==> src/hdl/spectral_min_magnitude_combine_defines.svh <==
// assertion macros used by the spectral min-magnitude combiner's queue
// no dependencies
`ifndef SPECTRAL_MIN_MAGNITUDE_COMBINE_DEFINES_SVH
`define SPECTRAL_MIN_MAGNITUDE_COMBINE_DEFINES_SVH

// condition must never hold outside reset
`define SMMC_ASSERT_NEVER(label, clk, rst_n, cond, msg) \
	label: assert property (@(posedge clk) disable iff (!rst_n) !(cond)) else $error(msg);

// antecedent implies consequent in the same cycle
`define SMMC_ASSERT_IMPL(label, clk, rst_n, ante, cons, msg) \
	label: assert property (@(posedge clk) disable iff (!rst_n) (ante) |-> (cons)) \
		else $error(msg);

`endif

==> src/hdl/smmc_pkg.sv <==
// constants shared by the spectral min-magnitude combiner
// no dependencies
package smmc_pkg;
	localparam int DEF_COMPONENT_WIDTH = 32;
	localparam int FIFO_DEPTH = 4;
	localparam int QUOT_BITS = 32;
	localparam int ROOT_BITS = 16;
	localparam int FRAC_BITS = 16;
endpackage

==> src/hdl/smmc_fifo.sv <==
// short queue between the front and back parts
// depends on smmc_pkg, spectral_min_magnitude_combine_defines.svh
`include "spectral_min_magnitude_combine_defines.svh"
module smmc_fifo #(
	parameter int DW = 8,
	parameter int DEPTH = smmc_pkg::FIFO_DEPTH
) (
	input  logic          clk,
	input  logic          arst_n,
	input  logic          push,
	input  logic [DW-1:0] wdata,
	output logic          ready,
	input  logic          pop,
	output logic          nonempty,
	output logic [DW-1:0] rdata
);
	localparam int AW = (DEPTH > 1) ? $clog2(DEPTH) : 1;
	localparam int CW = $clog2(DEPTH + 1);

	logic [DW-1:0] mem_q [DEPTH];
	logic [AW-1:0] wr_q, rd_q;
	logic [CW-1:0] cnt_q;

	assign ready = cnt_q != CW'(DEPTH);
	assign nonempty = cnt_q != '0;
	assign rdata = mem_q[rd_q];

	function automatic logic [AW-1:0] nxt(input logic [AW-1:0] p);
		nxt = (p == AW'(DEPTH - 1)) ? '0 : p + AW'(1);
	endfunction

	always_ff @(posedge clk or negedge arst_n) begin
		if (!arst_n) begin
			wr_q  <= '0;
			rd_q  <= '0;
			cnt_q <= '0;
		end else begin
			if (push) wr_q <= nxt(wr_q);
			if (pop) rd_q <= nxt(rd_q);
			cnt_q <= cnt_q + CW'(push) - CW'(pop);
		end
	end

	always_ff @(posedge clk) begin
		if (push) mem_q[wr_q] <= wdata;
	end

	`SMMC_ASSERT_NEVER(a_overflow, clk, arst_n, push && !ready, "transfer into full queue")
	`SMMC_ASSERT_NEVER(a_underflow, clk, arst_n, pop && !nonempty, "pop from empty queue")
	`SMMC_ASSERT_IMPL(a_count, clk, arst_n, 1'b1, cnt_q <= CW'(DEPTH), "queue count out of range")
endmodule

==> config.mk <==
export PLATFORM = sky130hd
export DESIGN_NAME = smmc_fifo
export DESIGN_NICKNAME = d
export VERILOG_FILES = /design/src/hdl/smmc_pkg.sv /design/src/hdl/smmc_fifo.sv
export VERILOG_INCLUDE_DIRS = /design/src /design/src/hdl
export SDC_FILE = /design/constraint.sdc
export NUM_CORES = 1
export LEC_CHECK = 0
export BUFFER_PORTS_ARGS = -buffer_cell sky130_fd_sc_hd__buf_2
export CAP_MARGIN = 20
export CORE_AREA = 2 2 59 61
export CTS_CLUSTER_SIZE = 28
export DETAILED_ROUTE_END_ITERATION = 8
export DIE_AREA = 0 0 61 63
export HOLD_SLACK_MARGIN = 0.12
export PLACE_DENSITY = 0.71
export SYNTH_ARGS = -nofsm -noshare
export SYNTH_HDL_FRONTEND = slang
export SYNTH_SLANG_ARGS = --single-unit
==> constraint.sdc <==
create_clock -name clk -period 2.74 [get_ports clk]
set_clock_uncertainty 0.1 [all_clocks]
set_input_delay 0.137 -clock clk [delete_from_list [all_inputs] [get_ports clk]]
set_output_delay 0.137 -clock clk [all_outputs]
set_load 0.05 [all_outputs]
==> results.ini <==
[timing]
finalSetupTns_ps = 0
max_freq_ghz = 0.477
rsz0062_at_grt = no
post-route-min-period_ps = 2100
worstMarginPinSlew_ps = 574
relSlewSlack_pct = 61.8
period_share_pct = 76.6
finalHoldViolations = 0
maxSlewViolCount = 0
finalSetupViolCount = 0
hold_slack_ps = 437

[layout]
fin_nets = 136
final_common_cell = edfxtp_1
stdcell_count = 163
antenna_cells = 0
fin_area_um2 = 1910
final_cell_mix = 32 x edfxtp_1, 21 x buf_2, 12 x dlygate4sd3_1
drive_above_1_share_pct = 32.5
synthToLayoutAreaGrowth_pct = 21.9

[placed_design]
post-dp-hpwl_um = 1580
port_buffers = 21
routabilityCongestion = 0.658
dpl_cell_area_um2 = 1710
place_inst = 143

[synth]
synthAdderAreaFrac_pct = 6.87
synth-simple-area-share_pct = 3.36
postSynthNetCount = 98
avgSynthCellArea_um2 = 20.1
synth-compound-area-share_pct = 0.639
synth_top_family_by_area = multiplexers
synth_xor_area_share_pct = 1.12
yosys_warnings = 0
synth.mux.area_fraction_pct = 12.9
netlist_area_um2 = 1570
ys_types = 17
ys_seq_elements = 39
seq_area_frac_synth_pct = 72.6
synthCells = 78

[floorplan]
die-area_um2 = 3840
core_um2 = 3230
io_pins = 22
initial_utilization_pct = 48.4
fp.dieW_um = 61
fp.dieH_um = 63
num_rows = 21

[critical_path]
r2r-end = cnt_q[2]$_DFF_PN0_
worstSetupStartpointType = register
startpoint = rd_q[0]$_DFFE_PN0P_
endpoint = rdata[4]
cp_max_fo = 11
r2r.worst_path.cells = 7
crit_path_end_kind = output pin
r2r_slack_ps = 940
arrival_ps = 1860
worstSetupPathType = reg -> out
r2r-start = cnt_q[0]$_DFF_PN0_
required_ps = 2500

[detailed_routing]
postRouteAntennaNets = 0
viasPerCell = 4.82
drtPass1Iterations = 4
route.vias.total = 785
wl_per_cell_um = 14.4
first_iter_violations = 41
drcViolationCount = 0
wl_um = 2350

[global_routing]
grt_usage_pct = 14.4
antenna_found_initial = 0
overflow = 0
grt_start_max_net_pins = 13
grt_pass1_vias = 868
grt_first_pass_wirelength_um = 3840

[clock_tree]
numCtsBuffers = 5
post-cts-setup-buffers = 0
clkSinkCount = 39
hold_buffers = 12
post_cts_resized = 0
clk_pin_slew_ps = 120
h-tree-depth = 2
clk_path_buf_depth = 2
worst_skew_pair.late_latency_ps = 340
cts_tree = yes
clock-root-buffer = clkbuf_4

[job]
maxCapViolCount = 0

[power_and_ir_drop]
max-vdd-ir-drop_mv = 0.573
p_total_w = 0.00204
powerDensity_nw_per_um2 = 1070
static-leakage-power_nw = 0.725

[run_status]
status = completed

[worst_hold_path]
hold_class = in -> reg

[critical path: stages, from the launching register on]
cell,delay [ps]
dfrtp_1,720
mux4_2,570
buf_2,220
[final cells by class]
type / count / area, µm²
flip-flops and latches: 39 / 1140
clock inverters: 3 / 38.8
multi-input cells: 31 / 390
well taps: 46 / 57.6
repair buffers: 33 / 225
inverters: 6 / 22.5
clock buffers: 5 / 37.5
fillers: 259 / 1320
[how the worst min path moves through the flow]
| stage | from | end | slack (ps) | cells past startpoint |
|---|---|---|---|---|
| 2_1_floorplan | arst_n | cnt_q[0]$_DFF_PN0_ | -260 | 0 |
| 3_3_place_gp | arst_n | cnt_q[1]$_DFF_PN0_ | -120 | 1 |
| 3_5_place_dp | arst_n | cnt_q[1]$_DFF_PN0_ | -110 | 1 |
| 4_1_cts | wdata[3] | mem_q[0][3]$_DFFE_PP_ | 420 | 2 |
| 5_1_grt | wdata[0] | mem_q[0][0]$_DFFE_PP_ | 440 | 2 |
| 6_report | wdata[3] | mem_q[0][3]$_DFFE_PP_ | 440 | 2 |
[sequential cells by signal (all words and copies together) (netlist names)]
register  cells
mem_q        32
cnt_q         3
wr_q          2
rd_q          2
[routing by layer]
metal / track usage, % / vias to the layer above / wire length (µm)
met5: 0 / - / 0
met4: 7.34 / 0 / 45
met1: 16.0 / 394 / 916
li1: - / 372 / -
met2: 24.5 / 16 / 1290
met3: 3.93 / 3 / 99
[report_power, final]
group	leakage [nW]	internal, W	switching [W]
Clock	0.0426	0.000188	0.000182
Combinational	0.306	0.000286	0.000497
Sequential	0.377	0.000780	0.000106
Total	0.725	0.00125	0.000785
[through the flow]
step	setup WS, ps	util [%]
after floorplan	1070	-
after global placement	996	53.0
after detailed placement	962	53.0
after CTS	592	59.0
after global routing	483	59.0
final	642	59.0
[cell families (layout without fill, tap and decap cells)]
family / count (synthesis) / after routing
DFF: 39 / 39
AOI/OAI and AO/OA: 2 / 2
buffers and inverters: 8 / 47
muxes: 10 / 10
xor gates and xnor gates: 2 / 2
and+or+nand+nor: 9 / 9
adders and majority gates: 8 / 8
[synthesized netlist by cell type]
| cell | n | area (µm²) |
|---|---|---|
| and2_1 | 4 | 25.0 |
| inv_1 | 6 | 22.5 |
| ha_1 | 7 | 87.6 |
| dfrtp_1 | 7 | 175 |
| buf_2 | 1 | 5.00 |
| nand2_1 | 1 | 3.75 |
| xnor2_1 | 2 | 17.5 |
| o21ai_0 | 2 | 10.0 |
| mux4_2 | 8 | 180 |
| buf_6 | 1 | 11.3 |
| nand3_1 | 1 | 5.00 |
| or3b_1 | 1 | 8.76 |
| mux2_2 | 2 | 22.5 |
| fa_1 | 1 | 20.0 |
| or3_1 | 1 | 6.26 |
| edfxtp_1 | 32 | 961 |
| nor2_1 | 1 | 3.75 |
No activity file was read; power rests on OpenSTA's default activity.
